--- src/rtl/core/char_lcd_nibble_driver_macros.svh ---
// Assertion macros shared by the character display driver.
`ifndef CHAR_LCD_NIBBLE_DRIVER_MACROS_SVH
`define CHAR_LCD_NIBBLE_DRIVER_MACROS_SVH

// Same-cycle implication, checked on clk_i outside reset.
`define CLND_ASSERT_IMPL(lbl, ante, cons, msg) \
  lbl: assert property (@(posedge clk_i) disable iff (!rst_ni) (ante) |-> (cons)) \
    else $error(msg);

// Next-cycle implication, checked on clk_i outside reset.
`define CLND_ASSERT_NEXT(lbl, ante, cons, msg) \
  lbl: assert property (@(posedge clk_i) disable iff (!rst_ni) (ante) |=> (cons)) \
    else $error(msg);

`endif

--- src/rtl/core/clnd_pkg.sv ---
// Types and constants of the character display driver.
package clnd_pkg;

  typedef enum logic [3:0] {
    CMD_CHAR     = 4'd0,
    CMD_RAW      = 4'd1,
    CMD_POSITION = 4'd2,
    CMD_HOME     = 4'd3,
    CMD_CLEAR    = 4'd4,
    CMD_DISPLAY  = 4'd5,
    CMD_CURSOR   = 4'd6,
    CMD_BLINK    = 4'd7,
    CMD_INIT     = 4'd8
  } cmd_e;

  typedef enum logic [2:0] {
    KIND_CHAR  = 3'd0,
    KIND_INSTR = 3'd1,
    KIND_HOME  = 3'd2,
    KIND_CLEAR = 3'd3,
    KIND_INIT  = 3'd4
  } kind_e;

  typedef enum logic {
    REG_COLUMNS = 1'b0,
    REG_ROWS    = 1'b1
  } reg_e;

  localparam logic [7:0] INSTR_CLEAR     = 8'h01;
  localparam logic [7:0] INSTR_HOME      = 8'h02;
  localparam logic [7:0] INSTR_ENTRY     = 8'h06;
  localparam logic [7:0] INSTR_CONTROL   = 8'h08;
  localparam logic [7:0] INSTR_CTRL_INIT = 8'h0C;
  localparam logic [7:0] INSTR_SHIFT     = 8'h14;
  localparam logic [7:0] INSTR_FUNC_2L   = 8'h28;
  localparam logic [7:0] INSTR_ADDR      = 8'h80;
  localparam logic [7:0] ADDR_ROW_OFFSET = 8'h40;
  localparam logic [7:0] NIBBLE_MASK     = 8'h0F;

  localparam logic [3:0] NIB_WAKE  = 4'h3;
  localparam logic [3:0] NIB_4BIT  = 4'h2;

  localparam logic [2:0] CTRL_DISPLAY = 3'b100;
  localparam logic [2:0] CTRL_CURSOR  = 3'b010;
  localparam logic [2:0] CTRL_BLINK   = 3'b001;

  localparam logic [15:0] WAIT_NONE  = 16'd0;
  localparam logic [15:0] WAIT_INSTR = 16'd2000;
  localparam logic [15:0] WAIT_HOME  = 16'd7000;
  localparam logic [15:0] WAIT_INIT  = 16'd35000;
  localparam logic [15:0] WAIT_FUNC  = 16'd37000;

  localparam logic [5:0] RESET_COLUMNS = 6'd16;
  localparam logic [1:0] RESET_ROWS    = 2'd2;

  typedef struct packed {
    logic [3:0] command;
    logic [7:0] data_byte;
    logic [5:0] col_x;
    logic [2:0] row_y;
    logic       flag_on;
  } cmd_t;

  typedef struct packed {
    kind_e      kind;
    logic [7:0] byte0;
    logic [7:0] byte1;
    logic       flag;
  } job_t;

  typedef struct packed {
    logic        reg_select;
    logic [3:0]  bus_nibble;
    logic [15:0] wait_after_us;
    logic        last;
  } xfer_t;

  typedef struct packed {
    logic [5:0] col;
    logic [1:0] row;
    logic [2:0] ctrl;
  } state_t;

  typedef struct packed {
    logic busy;
    logic in_ready;
  } seq_status_t;

endpackage

--- src/rtl/core/clnd_cmd_if.sv ---
// Command channel: one display command per transaction.
interface clnd_cmd_if;
  logic       valid;
  logic       ready;
  logic [3:0] command;
  logic [7:0] data_byte;
  logic [5:0] col_x;
  logic [2:0] row_y;
  logic       flag_on;

  modport source (output valid, command, data_byte, col_x, row_y, flag_on, input ready);
  modport sink   (input valid, command, data_byte, col_x, row_y, flag_on, output ready);
endinterface

--- src/rtl/core/clnd_xfer_if.sv ---
// Transfer channel: one nibble transfer on the display bus per transaction.
interface clnd_xfer_if;
  logic        valid;
  logic        ready;
  logic        reg_select;
  logic [3:0]  bus_nibble;
  logic [15:0] wait_after_us;
  logic        last;

  modport source (output valid, reg_select, bus_nibble, wait_after_us, last, input ready);
  modport sink   (input valid, reg_select, bus_nibble, wait_after_us, last, output ready);
endinterface

--- src/rtl/core/clnd_decode.sv ---
// Command decoder holding the cursor position and display control bits.
module clnd_decode (
  input  logic            clk_i,
  input  logic            rst_ni,
  input  logic            fire_i,
  input  clnd_pkg::cmd_t  cmd_i,
  input  logic [5:0]      cols_i,
  input  logic [1:0]      rows_i,
  output clnd_pkg::job_t  job_o,
  output logic            job_valid_o,
  output clnd_pkg::state_t state_o
);
  import clnd_pkg::*;

  state_t     state_q, state_d;
  logic [6:0] next_col;
  logic [2:0] next_row;
  logic       col_wrap;
  logic [1:0] wrap_row;
  logic [2:0] ctrl_set;
  logic [2:0] ctrl_new;
  logic [2:0] ctrl_init;

  assign next_col  = {1'b0, state_q.col} + 7'd1;
  assign col_wrap  = next_col >= {1'b0, cols_i};
  assign next_row  = {1'b0, state_q.row} + 3'd1;
  assign wrap_row  = (next_row >= {1'b0, rows_i}) ? 2'd0 : next_row[1:0];
  assign ctrl_init = state_q.ctrl | CTRL_DISPLAY;

  always_comb begin
    ctrl_set = CTRL_BLINK;
    case (cmd_i.command)
      CMD_DISPLAY: ctrl_set = CTRL_DISPLAY;
      CMD_CURSOR:  ctrl_set = CTRL_CURSOR;
      default:     ctrl_set = CTRL_BLINK;
    endcase
    ctrl_new = cmd_i.flag_on ? (state_q.ctrl | ctrl_set) : (state_q.ctrl & ~ctrl_set);
  end

  always_comb begin
    state_d     = state_q;
    job_valid_o = 1'b1;
    job_o.kind  = KIND_INSTR;
    job_o.byte0 = cmd_i.data_byte;
    job_o.byte1 = INSTR_ADDR;
    job_o.flag  = 1'b0;
    case (cmd_i.command)
      CMD_CHAR: begin
        job_o.kind = KIND_CHAR;
        job_o.flag = col_wrap;
        job_o.byte1 = (wrap_row != 2'd0) ? (INSTR_ADDR | ADDR_ROW_OFFSET) : INSTR_ADDR;
        if (col_wrap) begin
          state_d.col = 6'd0;
          state_d.row = wrap_row;
        end else begin
          state_d.col = next_col[5:0];
        end
      end
      CMD_RAW: begin
        job_o.kind = KIND_INSTR;
      end
      CMD_POSITION: begin
        if ((cmd_i.col_x > cols_i) || (cmd_i.row_y > {1'b0, rows_i})) begin
          job_valid_o = 1'b0;
        end else begin
          job_o.byte0 = {2'b00, cmd_i.col_x}
                      + ((cmd_i.row_y != 3'd0) ? (INSTR_ADDR | ADDR_ROW_OFFSET) : INSTR_ADDR);
          state_d.col = cmd_i.col_x;
          state_d.row = cmd_i.row_y[1:0];
        end
      end
      CMD_HOME: begin
        job_o.kind  = KIND_HOME;
        state_d.col = 6'd0;
        state_d.row = 2'd0;
      end
      CMD_CLEAR: begin
        job_o.kind  = KIND_CLEAR;
        state_d.col = 6'd0;
        state_d.row = 2'd0;
      end
      CMD_DISPLAY, CMD_CURSOR, CMD_BLINK: begin
        job_o.byte0  = INSTR_CONTROL | {5'd0, ctrl_new};
        state_d.ctrl = ctrl_new;
      end
      CMD_INIT: begin
        job_o.kind   = KIND_INIT;
        job_o.flag   = rows_i > 2'd1;
        job_o.byte0  = INSTR_CONTROL | {5'd0, ctrl_init};
        job_o.byte1  = INSTR_CONTROL | {5'd0, ctrl_init & ~CTRL_CURSOR};
        state_d.col  = 6'd0;
        state_d.row  = 2'd0;
        state_d.ctrl = CTRL_DISPLAY;
      end
      default: begin
        job_valid_o = 1'b0;
      end
    endcase
  end

  always_ff @(posedge clk_i or negedge rst_ni) begin
    if (!rst_ni) begin
      state_q <= '0;
    end else if (fire_i) begin
      state_q <= state_d;
    end
  end

  assign state_o = state_q;

endmodule

--- src/rtl/core/clnd_seq.sv ---
// Transfer sequencer: walks one decoded command into nibble transfers.
module clnd_seq (
  input  logic                   clk_i,
  input  logic                   rst_ni,
  input  logic                   load_i,
  input  clnd_pkg::job_t         job_i,
  input  logic                   out_ready_i,
  output logic                   out_valid_o,
  output clnd_pkg::xfer_t        xfer_o,
  output clnd_pkg::seq_status_t  status_o
);
  import clnd_pkg::*;

  function automatic xfer_t gen_xfer(job_t j, logic [4:0] s);
    logic [7:0]  b;
    logic        rs;
    logic [15:0] w;
    logic        lst;
    logic [4:0]  e;
    xfer_t       x;
    b   = j.byte0;
    rs  = 1'b0;
    w   = WAIT_INSTR;
    lst = (s == 5'd1);
    e   = s;
    case (j.kind)
      KIND_CHAR: begin
        rs  = !s[1];
        b   = s[1] ? j.byte1 : j.byte0;
        w   = s[1] ? WAIT_INSTR : WAIT_NONE;
        lst = (s == 5'd3) || ((s == 5'd1) && !j.flag);
      end
      KIND_INSTR: begin
        b = j.byte0;
      end
      KIND_HOME: begin
        b = INSTR_HOME;
        w = WAIT_HOME;
      end
      KIND_CLEAR: begin
        b   = s[1] ? INSTR_HOME : INSTR_CLEAR;
        w   = s[1] ? WAIT_HOME : WAIT_INSTR;
        lst = (s == 5'd3);
      end
      KIND_INIT: begin
        // Without the two-line function set, the sequence skips its two nibbles.
        e   = (!j.flag && (s >= 5'd4)) ? s + 5'd2 : s;
        lst = (e == 5'd19);
        case (e[4:1])
          4'd2: begin
            b = INSTR_FUNC_2L;
            w = WAIT_FUNC;
          end
          4'd3: b = j.byte0;
          4'd4: b = j.byte1;
          4'd5: b = INSTR_CTRL_INIT;
          4'd6: b = INSTR_CLEAR;
          4'd7: begin
            b = INSTR_HOME;
            w = WAIT_HOME;
          end
          4'd8: b = INSTR_ENTRY;
          4'd9: b = INSTR_SHIFT;
          default: b = INSTR_CLEAR;
        endcase
      end
      default: begin
        b = j.byte0;
      end
    endcase
    x.reg_select    = rs;
    x.bus_nibble    = e[0] ? b[3:0] : b[7:4];
    x.wait_after_us = e[0] ? w : WAIT_NONE;
    x.last          = lst;
    if ((j.kind == KIND_INIT) && (e < 5'd4)) begin
      x.bus_nibble    = (e == 5'd3) ? NIB_4BIT : NIB_WAKE;
      x.wait_after_us = WAIT_INIT;
    end
    return x;
  endfunction

  job_t       job_q;
  logic       job_valid_q;
  logic [4:0] step_q;
  logic       out_valid_q;
  xfer_t      out_q;
  xfer_t      cur;
  logic       out_adv;
  logic       emit;
  logic       done;

  assign cur     = gen_xfer(job_q, step_q);
  assign out_adv = !out_valid_q || out_ready_i;
  assign emit    = job_valid_q && out_adv;
  assign done    = emit && cur.last;

  always_ff @(posedge clk_i or negedge rst_ni) begin
    if (!rst_ni) begin
      job_valid_q <= 1'b0;
      step_q      <= 5'd0;
      out_valid_q <= 1'b0;
      job_q       <= '0;
      out_q       <= '0;
    end else begin
      if (out_adv) begin
        out_valid_q <= job_valid_q;
      end
      if (emit) begin
        out_q <= cur;
      end
      if (load_i) begin
        job_valid_q <= 1'b1;
        step_q      <= 5'd0;
        job_q       <= job_i;
      end else if (done) begin
        job_valid_q <= 1'b0;
      end else if (emit) begin
        step_q <= step_q + 5'd1;
      end
    end
  end

  assign out_valid_o       = out_valid_q;
  assign xfer_o            = out_q;
  assign status_o.busy     = job_valid_q;
  assign status_o.in_ready = !job_valid_q || done;

endmodule

--- src/rtl/core/char_lcd_nibble_driver.sv ---
// Top level of the 4-bit character display driver with its register port.
//
// Each command transaction produces between zero and twenty nibble transfers,
// issued at one transfer per clock while the transfer channel takes them; a
// character produces two or four, an instruction, home or position two, a
// clear four and the power-up sequence eighteen or twenty. Commands reach the
// bus through the sequencer's job and output registers, and the next command
// is taken in the cycle that issues the last transfer of the current one, so
// the rate is set by the single transfer sequencer. Cursor tracking and the
// display control bits are updated when a command is taken; position commands
// past the configured column or row count and unknown commands yield nothing.
// Registers: display_columns at byte address 0, display_rows at address 4.
module char_lcd_nibble_driver (
  input  logic        clk_i,
  input  logic        rst_ni,
  clnd_cmd_if.sink    cmd_i,
  clnd_xfer_if.source xfer_o,
  input  logic        psel,
  input  logic        penable,
  input  logic        pwrite,
  input  logic [2:0]  paddr,
  input  logic [31:0] pwdata,
  output logic [31:0] prdata,
  output logic        pready
);
  import clnd_pkg::*;

  `include "char_lcd_nibble_driver_macros.svh"

  logic [5:0]  cols_q;
  logic [1:0]  rows_q;
  logic        cfg_write;
  reg_e        cfg_reg;
  cmd_t        cmd;
  logic        cmd_fire;
  job_t        dec_job;
  logic        dec_job_valid;
  state_t      dec_state;
  xfer_t       seq_xfer;
  seq_status_t seq_status;

  assign pready    = 1'b1;
  assign cfg_reg   = reg_e'(paddr[2]);
  assign cfg_write = psel && penable && pwrite && pready;

  always_ff @(posedge clk_i or negedge rst_ni) begin
    if (!rst_ni) begin
      cols_q <= RESET_COLUMNS;
      rows_q <= RESET_ROWS;
    end else if (cfg_write) begin
      case (cfg_reg)
        REG_COLUMNS: cols_q <= pwdata[5:0];
        REG_ROWS:    rows_q <= pwdata[1:0];
        default:     cols_q <= cols_q;
      endcase
    end
  end

  always_comb begin
    case (cfg_reg)
      REG_COLUMNS: prdata = {26'd0, cols_q};
      REG_ROWS:    prdata = {30'd0, rows_q};
      default:     prdata = 32'd0;
    endcase
  end

  assign cmd.command   = cmd_i.command;
  assign cmd.data_byte = cmd_i.data_byte;
  assign cmd.col_x     = cmd_i.col_x;
  assign cmd.row_y     = cmd_i.row_y;
  assign cmd.flag_on   = cmd_i.flag_on;
  assign cmd_i.ready   = seq_status.in_ready;
  assign cmd_fire      = cmd_i.valid && cmd_i.ready;

  clnd_decode u_decode (
    .clk_i       (clk_i),
    .rst_ni      (rst_ni),
    .fire_i      (cmd_fire),
    .cmd_i       (cmd),
    .cols_i      (cols_q),
    .rows_i      (rows_q),
    .job_o       (dec_job),
    .job_valid_o (dec_job_valid),
    .state_o     (dec_state)
  );

  clnd_seq u_seq (
    .clk_i       (clk_i),
    .rst_ni      (rst_ni),
    .load_i      (cmd_fire && dec_job_valid),
    .job_i       (dec_job),
    .out_ready_i (xfer_o.ready),
    .out_valid_o (xfer_o.valid),
    .xfer_o      (seq_xfer),
    .status_o    (seq_status)
  );

  assign xfer_o.reg_select    = seq_xfer.reg_select;
  assign xfer_o.bus_nibble    = seq_xfer.bus_nibble;
  assign xfer_o.wait_after_us = seq_xfer.wait_after_us;
  assign xfer_o.last          = seq_xfer.last;

  `CLND_ASSERT_NEXT(a_load_starts_job, cmd_fire && dec_job_valid, seq_status.busy,
                    "Accepted command with transfers did not start the sequencer.")
  `CLND_ASSERT_IMPL(a_ready_only_at_end, seq_status.busy && cmd_i.ready,
                    !xfer_o.valid || xfer_o.ready,
                    "Command taken while the sequencer could not finish its job.")
  `CLND_ASSERT_NEXT(a_init_control, cmd_fire && (cmd_i.command == CMD_INIT),
                    (dec_state.ctrl == CTRL_DISPLAY) && (dec_state.col == 6'd0)
                    && (dec_state.row == 2'd0),
                    "Init did not leave the display on with the cursor at home.")

endmodule
--- src/flat_wrapper.sv ---
// flat-port wrapper written by rule: the top's interface ports become plain ports
module char_lcd_nibble_driver_flat import clnd_pkg::*;
  (clk_i, rst_ni, psel, penable, pwrite, paddr, pwdata, prdata, pready, cmd_i_valid, cmd_i_command, cmd_i_data_byte, cmd_i_col_x, cmd_i_row_y, cmd_i_flag_on, cmd_i_ready, xfer_o_valid, xfer_o_reg_select, xfer_o_bus_nibble, xfer_o_wait_after_us, xfer_o_last, xfer_o_ready);
  clnd_cmd_if cmd_i_i ();
  clnd_xfer_if xfer_o_i ();
  input  logic clk_i;
  input  logic rst_ni;
  input  logic psel;
  input  logic penable;
  input  logic pwrite;
  input  logic [2:0] paddr;
  input  logic [31:0] pwdata;
  output logic [31:0] prdata;
  output logic pready;
  input wire logic [$bits(cmd_i_i.valid)-1:0] cmd_i_valid;
  input wire logic [$bits(cmd_i_i.command)-1:0] cmd_i_command;
  input wire logic [$bits(cmd_i_i.data_byte)-1:0] cmd_i_data_byte;
  input wire logic [$bits(cmd_i_i.col_x)-1:0] cmd_i_col_x;
  input wire logic [$bits(cmd_i_i.row_y)-1:0] cmd_i_row_y;
  input wire logic [$bits(cmd_i_i.flag_on)-1:0] cmd_i_flag_on;
  output wire logic [$bits(cmd_i_i.ready)-1:0] cmd_i_ready;
  output wire logic [$bits(xfer_o_i.valid)-1:0] xfer_o_valid;
  output wire logic [$bits(xfer_o_i.reg_select)-1:0] xfer_o_reg_select;
  output wire logic [$bits(xfer_o_i.bus_nibble)-1:0] xfer_o_bus_nibble;
  output wire logic [$bits(xfer_o_i.wait_after_us)-1:0] xfer_o_wait_after_us;
  output wire logic [$bits(xfer_o_i.last)-1:0] xfer_o_last;
  input wire logic [$bits(xfer_o_i.ready)-1:0] xfer_o_ready;
  assign cmd_i_i.valid = cmd_i_valid;
  assign cmd_i_i.command = cmd_i_command;
  assign cmd_i_i.data_byte = cmd_i_data_byte;
  assign cmd_i_i.col_x = cmd_i_col_x;
  assign cmd_i_i.row_y = cmd_i_row_y;
  assign cmd_i_i.flag_on = cmd_i_flag_on;
  assign cmd_i_ready = cmd_i_i.ready;
  assign xfer_o_valid = xfer_o_i.valid;
  assign xfer_o_reg_select = xfer_o_i.reg_select;
  assign xfer_o_bus_nibble = xfer_o_i.bus_nibble;
  assign xfer_o_wait_after_us = xfer_o_i.wait_after_us;
  assign xfer_o_last = xfer_o_i.last;
  assign xfer_o_i.ready = xfer_o_ready;
  char_lcd_nibble_driver u_core (.clk_i(clk_i), .rst_ni(rst_ni), .cmd_i(cmd_i_i), .xfer_o(xfer_o_i), .psel(psel), .penable(penable), .pwrite(pwrite), .paddr(paddr), .pwdata(pwdata), .prdata(prdata), .pready(pready));
endmodule
--- config.mk ---
export PLATFORM = sky130hd
export DESIGN_NAME = char_lcd_nibble_driver_flat
export DESIGN_NICKNAME = d
export VERILOG_FILES = /design/src/rtl/core/clnd_pkg.sv /design/src/rtl/core/clnd_cmd_if.sv /design/src/rtl/core/clnd_xfer_if.sv /design/src/rtl/core/clnd_decode.sv /design/src/rtl/core/clnd_seq.sv /design/src/rtl/core/char_lcd_nibble_driver.sv /design/src/flat_wrapper.sv
export VERILOG_INCLUDE_DIRS = /design/src /design/src/rtl/core
export SDC_FILE = /design/constraint.sdc
export NUM_CORES = 1
export LEC_CHECK = 0
export BUFFER_PORTS_ARGS = -buffer_cell sky130_fd_sc_hd__buf_2
export CAP_MARGIN = 20
export CORE_ASPECT_RATIO = 1.1
export CORE_MARGIN = 10
export CORE_UTILIZATION = 54
export DETAILED_ROUTE_END_ITERATION = 8
export HOLD_SLACK_MARGIN = 0.05
export PLACE_DENSITY_LB_ADDON = 0.15
export SLEW_MARGIN = 20
export SYNTH_ARGS = -nofsm -noshare
export SYNTH_HDL_FRONTEND = slang
export SYNTH_SLANG_ARGS = --single-unit
--- constraint.sdc ---
create_clock -name clk_i -period 3.3 [get_ports clk_i]
set_input_delay 0.66 -clock clk_i [delete_from_list [all_inputs] [get_ports clk_i]]
set_output_delay 0.66 -clock clk_i [all_outputs]
set_load 0.05 [all_outputs]
### Yosys cells after proc, flatten, opt, wreduce, memory -nomap -nowiden

Index checks and enable logic that the tools add are counted.

* flip-flop bits (word level): 68
* input port bits: 64
* output and inout port bits: 57
* logic and storage cells: 129

* add/subtract/negate cells: 5
* order comparisons: 7
* eq/ne operators: 25
* muxes and demuxes: 38
* bitwise operators: 4
* reductions and logical operators: 34

Operator list (number)
* $pmux W16 S4: 1
* $pmux W32 S2: 1
* $pmux W8 S7: 1
* $pmux W8 S3: 2
* $pmux W16 S2: 1
* $pmux W8 S4: 1
* $eq A4 B3 Y1 const B: 7
* $mux W5: 5
* $mux W8: 3
* $mux W20: 1
* $pmux W9 S2: 1
* $eq A4 B2 Y1 const B: 4
* $mux W16: 1
* $mux W7: 2
* $mux W13: 1
* $eq A4 B4 Y1 const B: 3
* $pmux W3 S2: 2
* $pmux W3 S4: 1
* $mux W11: 1
* $eq A5 B2 Y1 const B: 2
* $logic_and A1 B1 Y1: 9
* $add A6 B8 Y8: 1
* $reduce_and A2 Y1: 4
* $reduce_bool A2 Y1: 4
* 37 further kinds: 54

### Logic depth before layout (Yosys ltp)

* word-level depth: 11
* mapped depth: 13
* depth with buffers taken out: 10

### Hierarchy

Synthesis repeated with hierarchy kept, for this count alone.

* cells, all modules: 540
* area total of the unflattened synthesis: 4966.0 µm²

By module, submodules not included
* clnd_seq: times used 1, cells each 302, area each 2861.5 µm², sequential area each 1051.0 µm²
* clnd_decode: times used 1, cells each 183, area each 1501.4 µm², sequential area each 275.3 µm²
* char_lcd_nibble_driver: times used 1, cells each 55, area each 603.1 µm², sequential area each 202.7 µm²

### Worst setup path before layout

No wires, ideal clock.

* path kind: register -> output
* from: register u_core.u_seq.step_q[1]
* to: output cmd_i_ready
* arrival: 2.570 ns
* data required time: 2.640 ns
* path slack: 0.070 ns
* cell stages (with the launch flop): 11
* buffers on the path: 2
* cell sequence: dfrtp_1 buf_2 clkbuf_1 inv_1 ha_1 nor4b_2 a221oi_1 or3_1 a21oi_1 nand2_1 nand2_1

* word-level cells in the longest chain between the ends: 7
* elaborated cells on any way between the ends: 12
* classes of those cells: add/sub: 1; order compare: 1; eq/ne: 3; mux: 2; reduce/logical: 5

RTL lines
* start, declared: RTL line clnd_seq.sv:84 `logic [4:0] step_q;`
* start signal, assigned: RTL line clnd_seq.sv:118 `step_q <= step_q + 5'd1;`
* $ge A5 B3 Y1: RTL line clnd_seq.sv:47 `e = (!j.flag && (s >= 5'd4)) ? s + 5'd2 : s;`
* $logic_and A1 B1 Y1: RTL line clnd_seq.sv:47
* $mux W5: RTL line clnd_seq.sv:47
* $eq A5 B5 Y1: RTL line clnd_seq.sv:48 `lst = (e == 5'd19);`
* $pmux W1 S3 (*): RTL line clnd_seq.sv:26 `case (j.kind)`
* $logic_and A1 B1 Y1 (*): RTL line clnd_seq.sv:95 `assign done = emit && cur.last;`
* $logic_or A1 B1 Y1 (*): RTL line clnd_seq.sv:126 `assign status_o.in_ready = !job_valid_q || done;`
* end, declared: RTL line flat_wrapper.sv:21 `output wire logic [$bits(cmd_i_i.ready)-1:0] cmd_i_ready;`

Mark *: on every way between the ends. The rest lies on a longest branch, timed or not.

### Final worst setup path

Ends and elaborated chain as after synthesis.

==> impl_metrics.csv <==
group,metric,value,unit
global_route,grt_pass1_vias,4064,
worst_setup_path,crit_end,"cmd_i_ready",
drt,drc,0,
worst_setup_path,critPathSlowestCell,"or4_1",
synthesis,synth_flop_cell,"dfrtp_1",
global_route,grt-ovfl-total,0,
synthesis,yosysTopAreaCellShare,0.3135,
clock_network,cts_root_buffer,"clkbuf_8",
synthesis,synthArstFlopShare,1.000,
sta,skew,0.009678,ns
pwr,max-vdd-ir-drop,0.3758,mV
global_route,grtUsageTotal,0.1993,
clock_network,clkLatencyLatePin,0.35,ns
pwr,swShare,0.4871,
clock_network,clkSlewWorstSetupHoldPaths,0.07,ns
floorplan,coreArea,0.007913,mm^2
job,maxCapViolCount,0,
synthesis,synth-edff-count,0,
placed_design,hpwlAfterDp,9.450,mm
worst_setup_path,reg2reg_to,"u_core.u_seq.job_q[12]$_DFFE_PN0P_",
pwr,power.density,882.1,mW/mm^2
drt,via_count,4018,
pwr,leakagePower,2.275,nW
clock_network,clock_sinks,57,
synthesis,ys_seq_elements,57,
pwr,p_int,2.241,mW
cells_and_area,antenna_cells,0,
sta,relSlewSlack,0.4877,
clock_network,cts_tree,"yes",
floorplan,ios,121,
pwr,clkPwrFrac,0.153,
synthesis,syn_area_per_cell,8.347,um^2
worst_setup_path,rr_worst_depth,12,
drt,drtIter0Drc,229,
cells_and_area,layout.nets,675,
drt,wire_per_inst,17.09,um
worst_setup_path,crit_chain,"ha_1 > or4_1 > o31ai_1 > o2111ai_2 > a21oi_2 > nand2_1 > nand2_1 > buf_6",
cells_and_area,final_common_cell,"buf_2",
clock_network,htreeDepth,3,
floorplan,die_w,106.0,um
sta,max_clock_freq,320.5,MHz
cells_and_area,fillers,740,
sta,finalHoldViolCount,0,
sta,tightest_slew,0.7665,ns
drt,routed_wl,12.00,mm
outcome,status,"finished, final reports clean",
floorplan,initial_core_util,0.5549,
synthesis,yosysTopAreaCell,"dfrtp_1",
synthesis,ys_types,72,
synthesis,syn_area,0.004390,mm^2
worst_setup_path,arrival,2.46,ns
synthesis,syn_inst,526,
cells_and_area,area_growth,12.82,%
sta,rsz0062_at_grt,"no",
sta,setup_ws,0.1794,ns
cells_and_area,utilization,0.6260,
worst_setup_path,path_common_cell,"nand2_1",
cells_and_area,multi_input_comb_area,0.002620,mm^2
worst_setup_path,cp.required,2.64,ns
cells_and_area,drive_gt1_frac,0.2088,
sta,period_minus_slack,3.121,ns
floorplan,dieArea,0.01214,mm^2
clock_network,holdBufCountCts,0,
sta,drv_slew,0,
worst_setup_path,critical_path_class,"flop to output pin",
worst_setup_path,r2r_setup_slack,0.39,ns
worst_hold_path,min_path_type,"primary input to asynchronous set/reset pin",
placed_design,gp_congestion,0.8863,
floorplan,rows,34,
clock_network,clock_path_buffers,2,
cells_and_area,seq_area,0.001430,mm^2
synthesis,ys_seq_area_frac,0.3254,
worst_setup_path,cp-end-kind,"output pin",
pwr,power_frac_comb,0.570,
worst_setup_path,start_kind,"flop",
sta,setup_viol,0,
drt,postRouteAntennaNets,0,
worst_setup_path,timing.critical_path.from,"u_core.u_seq.step_q[1]$_DFFE_PN0P_",
pwr,p_seq_frac,0.277,
cells_and_area,layout_common_cells,"59 x buf_2, 56 x nor2_1, 54 x dfrtp_1",
worst_setup_path,worst_path_largest_cell_delay,0.48,ns
worst_setup_path,r2r-start,"u_core.u_seq.step_q[1]$_DFFE_PN0P_",
placed_design,dp_worst_setup_slack,0.3615,ns
sta,finalCritPeriodShare,0.9456,
sta,setup_tns,0,ns
synthesis,synth_area_leaders,"dfrtp_1 31%, buf_4 6.0%, ha_1 6.0%",
floorplan,die_y,114.6,um
global_route,grt_max_degree,33,
global_route,antenna_found_initial,0,
placed_design,port_buffers,60,
pwr,p_sw,2.128,mW
worst_setup_path,cp_max_fo,3,
synthesis,synth_warnings,0,
global_route,grt_pass1_wl,19.87,mm
clock_network,cts_buffers,9,
drt,via_per_inst,5.724,
drt,dr.pass1.iters,5,
## per-layer routing
metal	track usage	up-vias	share of wire
li1	-	1975	-
met1	0.2265	1891	0.40
met2	0.3408	126	0.51
met3	0.05743	26	0.070
met4	0.08762	0	0.027
met5	0	-	0
## critical path, delay by kind of cell, from the launching register on
kind | cells | cell delay (ns)
buf+inv | 1 | 0.18
compound gates | 3 | 0.53
fa+ha+maj | 1 | 0.32
flops | 1 | 0.42
simple gates | 3 | 0.67
## state kept, by name (all words and copies together) (netlist names)
signal                    count
u_core.cols_q                 6
u_core.u_decode.state_o      11
u_core.u_seq.xfer_o          15
u_core.u_seq.step_q           5
u_core.u_seq.out_valid_o      1
u_core.u_seq.job_valid_q      1
u_core.u_seq.job_q           16
u_core.rows_q                 2
## repair_timing
item                                    CTS  global route
setup buffers                             0             2
endpoints found under the setup margin    1             1
gates resized for setup                   1             6
pin swaps                                 0             1
## power by group through the flow
stage / clock [mW] / sequential (mW) / combinational (mW)
after global placement: 0 / 1.20 / 2.37
after detailed placement: 0 / 1.21 / 2.42
final: 0.671 / 1.21 / 2.49
after floorplan: 0 / 1.37 / 1.66
after global routing: 0.718 / 1.24 / 2.76
after CTS: 0.682 / 1.20 / 2.44
## synth_stat cells, drive strengths merged, types with 5 or more instances
master / n
nor2: 57
dfrtp: 55
nand2: 51
buf: 47
a21oi: 33
o21ai: 32
ha: 21
inv: 21
nand3: 18
clkbuf: 15
nor3: 13
a31oi: 11
mux2: 11
a22oi: 9
nand2b: 9
xnor2: 8
nor2b: 7
a221oi: 6
o211ai: 6
o31ai: 6
mux2i: 5
or2: 5
## how the worst min path moves through the flow
| stage | end | slack [ns] |
|---|---|---|
| after detailed placement | u_core.u_seq.xfer_o[6]$_DFFE_PN0P_ | 0.46 |
| after global routing | u_core.u_seq.xfer_o[10]$_DFFE_PN0P_ | 0.36 |
| after floorplan | u_core.cols_q[0]$_DFFE_PN0P_ | 0.36 |
| after CTS | u_core.u_seq.xfer_o[10]$_DFFE_PN0P_ | 0.35 |
| after global placement | u_core.u_seq.xfer_o[6]$_DFFE_PN0P_ | 0.45 |
| final | u_core.u_seq.step_q[2]$_DFFE_PN0P_ | 0.33 |
## metrics by stage
step | power [mW] | std cells | cell area (um^2) | hold WS (ns)
after floorplan | 3.030 | 556 | 4503 | 0.3644
after global placement | 3.575 | 684 | 4707 | 0.4545
after detailed placement | 3.634 | 684 | 4707 | 0.4601
after CTS | 4.320 | 700 | 4908 | 0.3478
after global routing | 4.718 | 702 | 4954 | 0.3611
final | 4.370 | 702 | 4954 | 0.3296
## cell families (layout without fill, tap and decap cells)
logic type	after synthesis	in the layout	synth area share
and+or+nand+nor	186	186	0.2072
AOI/OAI and AO/OA	149	149	0.2326
buffers and inverters	84	122	0.1091
DFF	57	57	0.3254
adders and majority gates	22	22	0.06441
muxes	16	16	0.03961
xor gates and xnor gates	10	10	0.01995
other	2	32	0.001711
## final cells by class
cell class,instances,area share
multi-input cells,415,0.5289
flip-flops and latches,57,0.2887
repair buffers,84,0.09826
clock buffers,13,0.03208
well taps,108,0.02728
inverters,22,0.01667
clock inverters,3,0.008083
(Power assumes the default switching activity.)
